--- config.mk ---
export PLATFORM = sky130hd
export DESIGN_NAME = dc_droop_voltage_reference_unit
export DESIGN_NICKNAME = d
export VERILOG_FILES = /design/src/rtl/core/dcdr_pkg.sv /design/src/rtl/core/dcdr_div.sv /design/src/rtl/core/dc_droop_voltage_reference_unit.sv
export SDC_FILE = /design/constraint.sdc
export NUM_CORES = 2
export LEC_CHECK = 0
export ABC_AREA = 1
export BUFFER_PORTS_ARGS = -buffer_cell sky130_fd_sc_hd__buf_2
export CAP_MARGIN = 20
export CORE_MARGIN = 3
export CORE_UTILIZATION = 25
export DETAILED_ROUTE_END_ITERATION = 10
export PLACE_DENSITY = 0.42
export SETUP_SLACK_MARGIN = 0.02
export SLEW_MARGIN = 15
export SYNTH_ARGS = -nofsm -noshare
export SYNTH_HDL_FRONTEND = slang
export SYNTH_SLANG_ARGS = --single-unit
--- constraint.sdc ---
create_clock -name i_clk -period 18.5 [get_ports i_clk]
set_input_delay 0.925 -clock i_clk [delete_from_list [all_inputs] [get_ports i_clk]]
set_output_delay 0.925 -clock i_clk [all_outputs]
set_load 0.02 [all_outputs]
--- src/rtl/core/dcdr_pkg.sv ---
// Shared types and constants for the DC droop voltage reference unit.
package dcdr_pkg;

    localparam int VoltW   = 16;
    localparam int CurW    = 16;
    localparam int SlopeW  = 16;
    localparam int PowerW  = 20;
    localparam int MinCurW = 15;
    localparam int NumW    = 42;
    localparam int DenW    = 31;
    localparam int CfgIdxW = 3;
    localparam int CfgDatW = 20;
    localparam int OutDatW = 40;

    localparam logic [CfgIdxW-1:0] CfgNoLoadVoltage = 3'd0;
    localparam logic [CfgIdxW-1:0] CfgDroopSlope    = 3'd1;
    localparam logic [CfgIdxW-1:0] CfgPowerLimit    = 3'd2;
    localparam logic [CfgIdxW-1:0] CfgMinCurrent    = 3'd3;

    localparam logic [VoltW-1:0]   RstNoLoadVoltage = 16'd6144;
    localparam logic [SlopeW-1:0]  RstDroopSlope    = 16'hECCD;
    localparam logic [PowerW-1:0]  RstPowerLimit    = 20'd25600;
    localparam logic [MinCurW-1:0] RstMinCurrent    = 15'd102;

    localparam logic [VoltW-1:0] VoltMax = 16'hFFFF;

    typedef struct packed {
        logic            start;
        logic [NumW-1:0] num;
        logic [DenW-1:0] den;
    } t_div_req;

    typedef struct packed {
        logic             done;
        logic [VoltW-1:0] quot;
    } t_div_rsp;

endpackage

--- src/rtl/core/dcdr_div.sv ---
// Restoring divider with a 16-bit saturated quotient, one quotient bit per cycle.
module dcdr_div (
    input  logic              i_clk,
    input  logic              i_rst_n,
    input  dcdr_pkg::t_div_req i_req,
    output dcdr_pkg::t_div_rsp o_rsp
);
    import dcdr_pkg::*;

    logic              r_chk;
    logic              r_busy;
    logic              r_done;
    logic [NumW-1:0]   r_num;
    logic [DenW-1:0]   r_den;
    logic [DenW:0]     r_rem;
    logic [VoltW-1:0]  r_q;
    logic [3:0]        r_cnt;

    logic [DenW:0]     n_trial;
    logic              n_fit;
    logic [DenW+16:0]  n_limit;

    always_comb begin
        n_trial = {r_rem[DenW-1:0], r_num[VoltW-1]};
        n_fit   = (n_trial >= {1'b0, r_den});
        n_limit = {1'b0, r_den, 16'b0};
    end

    always_ff @(posedge i_clk) begin
        if (!i_rst_n) begin
            r_chk  <= 1'b0;
            r_busy <= 1'b0;
            r_done <= 1'b0;
        end else begin
            r_done <= 1'b0;
            if (i_req.start) begin
                r_chk <= 1'b1;
                r_num <= i_req.num;
                r_den <= i_req.den;
            end else if (r_chk) begin
                r_chk <= 1'b0;
                // A quotient of 2^16 or more saturates without iterating.
                if ({6'b0, r_num} >= n_limit) begin
                    r_q    <= VoltMax;
                    r_done <= 1'b1;
                end else begin
                    r_rem  <= {6'b0, r_num[NumW-1:VoltW]};
                    r_cnt  <= 4'd15;
                    r_busy <= 1'b1;
                end
            end else if (r_busy) begin
                r_rem <= n_fit ? (n_trial - {1'b0, r_den}) : n_trial;
                r_q   <= {r_q[VoltW-2:0], n_fit};
                r_num <= {r_num[NumW-2:0], 1'b0};
                r_cnt <= r_cnt - 4'd1;
                if (r_cnt == 4'd0) begin
                    r_busy <= 1'b0;
                    r_done <= 1'b1;
                end
            end
        end
    end

    assign o_rsp.done = r_done;
    assign o_rsp.quot = r_q;

endmodule

--- src/rtl/core/dc_droop_voltage_reference_unit.sv ---
// Top level: droop voltage reference with power limit, sequenced over a shared divider.
// Below the minimum current a sample goes straight to the output; otherwise the slope product
// and denominator come first, then one division (none if the denominator fails) and a second
// when the power clamp applies. One sample at a time; the next waits until the result is loaded.
// Reset (synchronous, active low) loads the default registers, clears the stored power
// and empties the output register.
module dc_droop_voltage_reference_unit (
    input  logic                          i_clk,
    input  logic                          i_rst_n,
    input  logic                          i_s_tvalid,
    output logic                          o_s_tready,
    input  logic [dcdr_pkg::CurW-1:0]     i_s_tdata,   // [15:0] current_sample
    output logic                          o_m_tvalid,
    input  logic                          i_m_tready,
    // [15:0] voltage_reference, [35:16] terminal_power, [36] power_limited,
    // [37] denominator_fault, [39:38] zero
    output logic [dcdr_pkg::OutDatW-1:0]  o_m_tdata,
    input  logic                          i_cfg_valid,
    output logic                          o_cfg_ready,
    input  logic [dcdr_pkg::CfgIdxW-1:0]  i_cfg_index,
    input  logic [dcdr_pkg::CfgDatW-1:0]  i_cfg_data
);
    import dcdr_pkg::*;

    localparam logic [2:0] S_IDLE = 3'd0;
    localparam logic [2:0] S_MUL  = 3'd1;
    localparam logic [2:0] S_DEN  = 3'd2;
    localparam logic [2:0] S_DIV  = 3'd3;
    localparam logic [2:0] S_PWR  = 3'd4;
    localparam logic [2:0] S_CMP  = 3'd5;
    localparam logic [2:0] S_OUT  = 3'd6;

    logic [2:0]          r_state;
    logic                r_phase;
    logic [VoltW-1:0]    r_no_load_voltage;
    logic [SlopeW-1:0]   r_droop_slope;
    logic [PowerW-1:0]   r_power_limit;
    logic [MinCurW-1:0]  r_min_current;
    logic [PowerW-1:0]   r_last_power;
    logic [CurW-1:0]     r_cur;
    logic signed [33:0]  r_prod;
    logic [VoltW-1:0]    r_volt;
    logic [PowerW-1:0]   r_pwr;
    logic                r_lim;
    logic                r_fault;
    logic                r_m_valid;
    logic [OutDatW-1:0]  r_m_data;

    logic signed [16:0]  n_mul_a;
    logic signed [16:0]  n_mul_b;
    logic signed [33:0]  n_mul;
    logic signed [34:0]  n_den;
    logic                n_den_ok;
    logic [31:0]         n_psum;
    logic                n_over;
    logic                n_low;
    logic                n_acc;
    logic                n_load;
    t_div_req            n_req;
    t_div_rsp            n_rsp;

    dcdr_div u_div (
        .i_clk   (i_clk),
        .i_rst_n (i_rst_n),
        .i_req   (n_req),
        .o_rsp   (n_rsp)
    );

    assign o_s_tready  = (r_state == S_IDLE);
    assign o_cfg_ready = 1'b1;
    assign o_m_tvalid  = r_m_valid;
    assign o_m_tdata   = r_m_data;

    always_comb begin
        n_acc  = i_s_tvalid && o_s_tready;
        n_load = (r_state == S_OUT) && (!r_m_valid || i_m_tready);
        n_low  = $signed(i_s_tdata) < $signed({1'b0, r_min_current});
        // The one multiplier serves the slope product first and the power product later.
        if (r_state == S_MUL) begin
            n_mul_a = {r_cur[CurW-1], r_cur};
            n_mul_b = {r_droop_slope[SlopeW-1], r_droop_slope};
        end else begin
            n_mul_a = {1'b0, r_volt};
            n_mul_b = {2'b0, r_cur[MinCurW-1:0]};
        end
        n_mul    = n_mul_a * n_mul_b;
        n_den    = 35'sd33554432 - {r_prod[33], r_prod};
        n_den_ok = !n_den[34] && (n_den != 35'sd0);
        n_psum   = r_prod[31:0] + 32'd512;
        n_over   = ({2'b0, r_power_limit} <= n_psum[31:10]);

        n_req = '0;
        if (r_state == S_DEN && n_den_ok) begin
            n_req.start = 1'b1;
            n_req.den   = n_den[DenW-1:0];
            n_req.num   = {r_no_load_voltage, 26'b0} >> 1;
            n_req.num   = n_req.num + {12'b0, n_den[DenW-1:1]};
        end else if (r_state == S_CMP && n_over) begin
            n_req.start = 1'b1;
            n_req.den   = {16'b0, r_cur[MinCurW-1:0]};
            n_req.num   = {12'b0, r_power_limit, 10'b0}
                        + {28'b0, r_cur[MinCurW-1:1]};
        end
    end

    always_ff @(posedge i_clk) begin
        if (!i_rst_n) begin
            r_no_load_voltage <= RstNoLoadVoltage;
            r_droop_slope     <= RstDroopSlope;
            r_power_limit     <= RstPowerLimit;
            r_min_current     <= RstMinCurrent;
        end else if (i_cfg_valid) begin
            unique case (i_cfg_index)
                CfgNoLoadVoltage: r_no_load_voltage <= i_cfg_data[VoltW-1:0];
                CfgDroopSlope:    r_droop_slope     <= i_cfg_data[SlopeW-1:0];
                CfgPowerLimit:    r_power_limit     <= i_cfg_data[PowerW-1:0];
                CfgMinCurrent:    r_min_current     <= i_cfg_data[MinCurW-1:0];
                default: begin
                end
            endcase
        end
    end

    always_ff @(posedge i_clk) begin
        if (!i_rst_n) begin
            r_state      <= S_IDLE;
            r_m_valid    <= 1'b0;
            r_last_power <= '0;
        end else begin
            if (r_m_valid && i_m_tready && !n_load) begin
                r_m_valid <= 1'b0;
            end
            unique case (r_state)
                S_IDLE: begin
                    if (n_acc) begin
                        r_cur   <= i_s_tdata;
                        r_lim   <= 1'b0;
                        r_fault <= 1'b0;
                        r_phase <= 1'b0;
                        if (n_low) begin
                            r_volt  <= r_no_load_voltage;
                            r_pwr   <= r_last_power;
                            r_state <= S_OUT;
                        end else begin
                            r_state <= S_MUL;
                        end
                    end
                end
                S_MUL: begin
                    r_prod  <= n_mul;
                    r_state <= S_DEN;
                end
                S_DEN: begin
                    if (n_den_ok) begin
                        r_state <= S_DIV;
                    end else begin
                        r_volt  <= VoltMax;
                        r_fault <= 1'b1;
                        r_state <= S_PWR;
                    end
                end
                S_DIV: begin
                    if (n_rsp.done) begin
                        r_volt  <= n_rsp.quot;
                        r_state <= r_phase ? S_OUT : S_PWR;
                    end
                end
                S_PWR: begin
                    r_prod  <= n_mul;
                    r_state <= S_CMP;
                end
                S_CMP: begin
                    if (n_over) begin
                        r_pwr   <= r_power_limit;
                        r_lim   <= 1'b1;
                        r_phase <= 1'b1;
                        r_state <= S_DIV;
                    end else begin
                        r_pwr   <= n_psum[PowerW+9:10];
                        r_state <= S_OUT;
                    end
                end
                S_OUT: begin
                    if (n_load) begin
                        r_m_valid    <= 1'b1;
                        r_m_data     <= {2'b0, r_fault, r_lim, r_pwr, r_volt};
                        r_last_power <= r_pwr;
                        r_state      <= S_IDLE;
                    end
                end
                default: begin
                    r_state <= S_IDLE;
                end
            endcase
        end
    end

endmodule

# Word-level counts from Yosys, hierarchy flattened
# Cells that the tools add are included.
[totals]
reg_bits = 344
inputBits = 44
out_inout_bits = 43
wordCells = 144
[classes]
n_addsub = 6
n_mul = 1
order_cmp = 4
eq_ne = 18
muxes = 51
bitwise_logic = 2
n_reduce_logical = 40
[ops]
columns = ["cell", "n"]
rows = [
  ["two-way mux 74 bit", 2],
  ["two-way mux 42 bit", 3],
  ["two-way mux 31 bit", 4],
  ["two-way mux 16 bit", 7],
  ["two-way mux 20 bit", 3],
  ["case mux 16 bit (3 select lines)", 1],
  [">= comparator 42 x 47 -> 1 bit", 1],
  ["adder 41 x 30 -> 42 bit", 1],
  ["case mux 20 bit (2 select lines)", 1],
  ["nonzero test 35 bit", 1],
  ["subtractor 27 x 34 -> 35 bit, first input constant", 1],
  ["multiplier 17 x 17 -> 34 bit", 1],
  ["two-way mux 17 bit", 2],
  ["adder 32 x 10 -> 32 bit, second input constant", 1],
  [">= comparator 32 x 31 -> 1 bit", 1],
  ["adder 30 x 14 -> 31 bit", 1],
  ["subtractor 31 bit", 1],
  ["less-or-equal comparator 20 x 22 -> 1 bit", 1],
  ["case mux 3 bit (7 select lines)", 1],
  ["AND reduction 4 bit", 5],
  ["two-way mux 3 bit", 6],
  ["< comparator 16 bit", 1],
  ["AND reduction 2 bit", 8],
  ["two-way mux 1 bit", 15],
  ["20 further kinds", 53],
]

# Depth between registers and ports, before layout
[logic_depth]
depth_word = 8
depth_mapped = 36
depth_no_buf = 34

# Cells and area by module
# A second synthesis with hierarchy kept.
[hier_totals]
cells_unflattened = 3869
hier_area_um2 = 31228.7
[modules_own_cells]
columns = ["module", "n_inst", "cells_each", "area_each_um2", "seq_area_each_um2"]
rows = [
  ["dc_droop_voltage_reference_unit", 1, 2754, 22617.9, 5605.4],
  ["dcdr_div", 1, 1115, 8610.8, 3783.6],
]

# Worst setup path after synthesis
# Ideal clock, no wire load.
[synth_timing]
path_type = "reg2reg"
from = "register r_state[0]"
to = "register r_prod[33], data pin"
setup_ns = 0.252
arrival_time_ns = 6.534
t_required_ns = 18.248
path_slack_ns = 11.714
path_stages_with_launch = 32
n_path_buf = 2
period_less_slack_ns = 6.786
cell_sequence = "dfxtp_1 -> inv_1 -> nor2_1 -> inv_1 -> nor2_2 -> clkbuf_1 -> o21ai_0 -> inv_1 -> clkbuf_1 -> nor2_1 -> fa_1 -> inv_1 -> fa_1 -> fa_1 -> fa_1 -> inv_1 -> fa_1 -> inv_1 -> fa_1 -> inv_1 -> ha_1 -> nand2_1 -> nor2_1 -> nand2_1 -> nand2_1 -> a31oi_1 -> o21bai_1 -> a31oi_1 -> o21ai_0 -> nand2_1 -> nand3b_1 -> nand2_1"
[synth_between]
elab_chain_len = 3
word_cells_on_any_way = 4
cone_classes = "mul (1); eq/ne (1); mux (2)"
[synth_rtl]
columns = ["element", "line_no", "text"]
rows = [
  ["start, declared", "dc_droop_voltage_reference_unit.sv:33", "logic [2:0] r_state;"],
  ["start signal, assigned", "dc_droop_voltage_reference_unit.sv:165", "r_state <= r_phase ? S_OUT : S_PWR;"],
  ["equality test 3 x 1 -> 1 bit (*)", "dc_droop_voltage_reference_unit.sv:79", "if (r_state == S_MUL) begin"],
  ["two-way mux 17 bit", "dc_droop_voltage_reference_unit.sv:79", ""],
  ["multiplier 17 x 17 -> 34 bit (*)", "dc_droop_voltage_reference_unit.sv:86", "n_mul = n_mul_a * n_mul_b;"],
  ["net n_mul[33]", "dc_droop_voltage_reference_unit.sv:51", "logic signed [33:0] n_mul;"],
  ["end signal, assigned", "dc_droop_voltage_reference_unit.sv:150", "r_prod <= n_mul;"],
  ["end signal, assigned", "dc_droop_voltage_reference_unit.sv:169", "r_prod <= n_mul;"],
  ["end, declared", "dc_droop_voltage_reference_unit.sv:41", "logic signed [33:0] r_prod;"],
]
# The timed path passes the listed nets; every way through them passes the cells marked *.
# A chain may end at the register's enable or synchronous reset.

# Worst setup path in the final report
[layout_timing]
from = "register r_state[0]"
to = "register r_prod[28], data pin"
# Same word-level chain as after synthesis.

==> flow_summary.html <==
<table>
<tr><th>Metric</th><th>Value</th></tr>
<tr><th colspan="2">GRT</th></tr>
<tr><td>Overall track demand over capacity in global routing</td><td>0.1734</td></tr>
<tr><td>GR Layer Usage met1</td><td>0.2384</td></tr>
<tr><td>Maximum number of pins on one net before global-route repair</td><td>62</td></tr>
<tr><td>Sum of overflow across all layers after global routing</td><td>0</td></tr>
<tr><td>Global-route wire length before repair</td><td>158100 um</td></tr>
<tr><td>Vias in the first global route</td><td>roughly 24k</td></tr>
<tr><td>Met2 Usage GRT</td><td>0.2810</td></tr>
<tr><td>Met3 Usage GRT</td><td>0.02790</td></tr>
<tr><td>Initial antenna violation count</td><td>6</td></tr>
<tr><td>Most used routing layer in global routing</td><td>met2</td></tr>
<tr><th colspan="2">Floorplan</th></tr>
<tr><td>Die extent in x</td><td>351.1 um</td></tr>
<tr><td>DIE AREA</td><td>123300 um2</td></tr>
<tr><td>Height of the die</td><td>351.1 um</td></tr>
<tr><td>Starting Density</td><td>0.2541</td></tr>
<tr><td>Std-Cell Rows</td><td>roughly 130</td></tr>
<tr><td>Core region area</td><td>117100 um2</td></tr>
<tr><td>Ports</td><td>87</td></tr>
<tr><th colspan="2">Logic synthesis</th></tr>
<tr><td>Share of Yosys cell area claimed by the top area cell type</td><td>0.2522</td></tr>
<tr><td>Synth async-reset ratio</td><td>0</td></tr>
<tr><td>Cell with the most instances after synthesis</td><td>inv_1</td></tr>
<tr><td>Synthesized cell area</td><td>29770 um2</td></tr>
<tr><td>Total of warnings raised by yosys</td><td>0</td></tr>
<tr><td>FF+latch count, synth</td><td>344</td></tr>
<tr><td>Top cells by count, synth</td><td>inv_1, nand2_1, nor2_1</td></tr>
<tr><td>Ranking of synthesized cells by area</td><td>edfxtp_1, fa_1, inv_1</td></tr>
<tr><td>Post-synthesis instance total</td><td>approximately 3.5k</td></tr>
<tr><td>Post-synth EDFFs</td><td>250</td></tr>
<tr><td>Sequential share of the synthesized area</td><td>0.3154</td></tr>
<tr><td>Number of distinct library cells after synthesis</td><td>56</td></tr>
<tr><td>Mean Syn Cell Area</td><td>8.581 um2</td></tr>
<tr><td>Ys flop type</td><td>edfxtp_1</td></tr>
<tr><td>Library cell with the largest summed area after synthesis</td><td>edfxtp_1</td></tr>
<tr><th colspan="2">Setup path</th></tr>
<tr><td>Critical path peak fanout</td><td>35</td></tr>
<tr><td>Reg2Reg Setup Slack</td><td>9.86 ns</td></tr>
<tr><td>Cell count of the worst reg-to-reg path</td><td>32</td></tr>
<tr><td>Required arrival time at the worst endpoint</td><td>18.82 ns</td></tr>
<tr><td>Data arrival, critical path</td><td>8.96 ns</td></tr>
<tr><td>Count of cell instances traversed by the critical path</td><td>32</td></tr>
<tr><td>Startpoint Class</td><td>flop</td></tr>
<tr><td>Worst setup path category</td><td>flop to flop</td></tr>
<tr><td>Number of buffer and inverter instances along the worst setup path</td><td>11</td></tr>
<tr><td>Category of the worst setup path capture point</td><td>flop</td></tr>
<tr><td>Critical R2R Launch</td><td>r_state[0]</td></tr>
<tr><td>Cell type group with the largest total delay on the critical path</td><td>adder cells</td></tr>
<tr><td>End of the worst register-to-register path</td><td>r_prod[28]</td></tr>
<tr><td>Delay of the slowest critical-path stage</td><td>0.74 ns</td></tr>
<tr><td>Slowest CP cell</td><td>o21ai_1</td></tr>
<tr><td>Most used cell along the critical path</td><td>inv_1</td></tr>
<tr><th colspan="2">STA</th></tr>
<tr><td>Fmax</td><td>115.8 MHz</td></tr>
<tr><td>Unrepaired setup endpoints after global routing</td><td>no</td></tr>
<tr><td>Transition at the pin with the smallest max-transition slack</td><td>1.176 ns</td></tr>
<tr><td>Slew Limit Headroom</td><td>0.2143</td></tr>
<tr><td>Final hold violation count</td><td>0</td></tr>
<tr><td>Sum of negative setup slack</td><td>0 ns</td></tr>
<tr><td>Max Slew Vio Count</td><td>0</td></tr>
<tr><td>Period Utilization, post-route</td><td>0.4668</td></tr>
<tr><td>Number of setup violations in the final report</td><td>0</td></tr>
<tr><td>Worst Skew</td><td>0.02266 ns</td></tr>
<tr><td>Min Tclk post-route</td><td>8.635 ns</td></tr>
<tr><th colspan="2">Clock tree</th></tr>
<tr><td>CTS sink count</td><td>344</td></tr>
<tr><td>Clock slew seen by the registers of the worst setup and hold paths</td><td>roughly 0.07 ns</td></tr>
<tr><td>TritonCTS clock tree</td><td>built</td></tr>
<tr><td>Buffer type at the clock tree root</td><td>clkbuf_16</td></tr>
<tr><td>Post-CTS setup-driven buffer insertion count</td><td>0</td></tr>
<tr><td>Hold-fix buffers, CTS</td><td>0</td></tr>
<tr><td>Maximum buffer depth of the clock tree</td><td>3</td></tr>
<tr><td>Gates resized, CTS repair</td><td>0</td></tr>
<tr><td>Clock Latency Late Sink</td><td>0.58 ns</td></tr>
<tr><td>Number of buffers inserted during clock tree synthesis</td><td>39</td></tr>
<tr><td>H-tree levels</td><td>2</td></tr>
<tr><th colspan="2">Placed design</th></tr>
<tr><td>PortBufs</td><td>83</td></tr>
<tr><td>Global placer's final weighted congestion</td><td>0.9148</td></tr>
<tr><td>Total half-perimeter wirelength after legalization and detailed placement</td><td>86260 um</td></tr>
<tr><th colspan="2">Routing</th></tr>
<tr><td>Final routed wirelength across all metal layers</td><td>106300 um</td></tr>
<tr><td>Remaining routing DRC violations</td><td>0</td></tr>
<tr><td>Count of antenna-violating nets left after detailed routing</td><td>0</td></tr>
<tr><td>DRC marker count from the first detailed-route iteration</td><td>~1.8k</td></tr>
<tr><td>Number of detailed-routing iterations run before antenna repair</td><td>5</td></tr>
<tr><td>Average wire per standard cell</td><td>20.86 um</td></tr>
<tr><td>Vias</td><td>23.84k</td></tr>
<tr><td>Mean number of vias per cell</td><td>4.678</td></tr>
<tr><th colspan="2">Min path</th></tr>
<tr><td>Critical hold path startpoint</td><td>r_fault</td></tr>
<tr><td>Hold Crit Endpoint</td><td>o_m_tdata[37]</td></tr>
<tr><td>Cells on Worst Hold Path</td><td>0</td></tr>
<tr><td>Hold WC Path Type</td><td>flop to flop</td></tr>
<tr><th colspan="2">Layout</th></tr>
<tr><td>Layout net count</td><td>4070</td></tr>
<tr><td>Layout overhead on the synthesized area</td><td>12.21%</td></tr>
<tr><td>Ratio of cells with drive above 1 in the final layout</td><td>0.07341</td></tr>
<tr><th colspan="2">Status</th></tr>
<tr><td>Result of the run</td><td>completed</td></tr>
<tr><th colspan="2">Flow run</th></tr>
<tr><td>Maxcap violations</td><td>0</td></tr>
</table>
logic make-up after synthesis:
logic type | count (synthesis) | synth area share
AOI/OAI and AO/OA | 544 | 0.1017
xor gates and xnor gates | 99 | 0.02913
adders and majority gates | 488 | 0.2805
buffers and inverters | 758 | 0.09865
DFF | 344 | 0.3154
other | 2 | 0.0002523
and+or+nand+nor | 1234 | 0.1744
through the flow:
stage	utilization	instance area [um2]	std cells	hold slack, ns	worst slack (ns)
global route	0.2851	33390	5093	0.4560	9.286
CTS	0.2848	33360	5091	0.4323	9.830
finish	0.2851	33400	5096	0.4343	9.865
detailed placement	0.2730	31990	5019	0.4167	9.881
global placement	0.2728	31960	5018	0.4148	9.332
floorplan	-	29770	3470	0.4003	11.71
layer usage:
metal / vias up / part of all wire
li1: 11250 / -
met1: 11800 / 0.46
met2: 636 / 0.46
met3: 153 / 0.052
met4: 2 / 0.030
met5: - / 0.00012
cells in the final DEF, fill, tap and decap left out, drive strengths merged, types with 33 or more instances in the layout:
cell and n:
nor2 429, nand3 126, inv 665, nand4 33
ha 189, xor2 70, fa 299, nand2 590
clkbuf 49, dfxtp 94, o21ai 223, a21oi 213
buf 119, edfxtp 250
worst register-to-register path, delay by kind of cell (launching register included):
family | cells | cell delay [ns]
buffers and inverters | 11 | 2.04
DFF | 1 | 0.39
and+or+nand+nor | 7 | 0.72
AOI/OAI and AO/OA | 7 | 2.11
adders and majority gates | 7 | 3.11
how the worst max path moves through the flow:
stage                    start          to  slack (ns)
floorplan           r_state[0]  r_prod[33]       11.71
global placement    r_state[0]  r_prod[28]        9.33
detailed placement  r_state[0]  r_prod[26]        9.88
CTS                 r_state[0]  r_prod[26]        9.83
global route        r_state[0]  r_prod[28]        9.29
finish              r_state[0]  r_prod[28]        9.86
state kept, by name (all words and copies together) (netlist names), 20 cells and up:
| signal | count |
|---|---|
| r_pwr | 20 |
| r_prod | 34 |
| u_div.r_rem | 31 |
| r_power_limit | 20 |
| u_div.r_num | 42 |
| u_div.r_den | 31 |
| o_m_tdata | 38 |
| r_last_power | 20 |
area by class of cell:
| type | instances | area [um2] |
|---|---|---|
| clock inverters | 23 | 320.3 |
| inverters | 666 | 2504 |
| well taps | 1524 | 1907 |
| clock buffers | 49 | 1054 |
| fillers | 12620 | 83740 |
| flip-flops and latches | 344 | 9389 |
| repair buffers | 119 | 725.7 |
| diodes | 3 | 7.507 |
| multi-input cells | 2368 | 17500 |
Power is left out: the tool's default activity adds up to more than one toggle a clock period on the data nets, which glitch-free logic cannot reach.
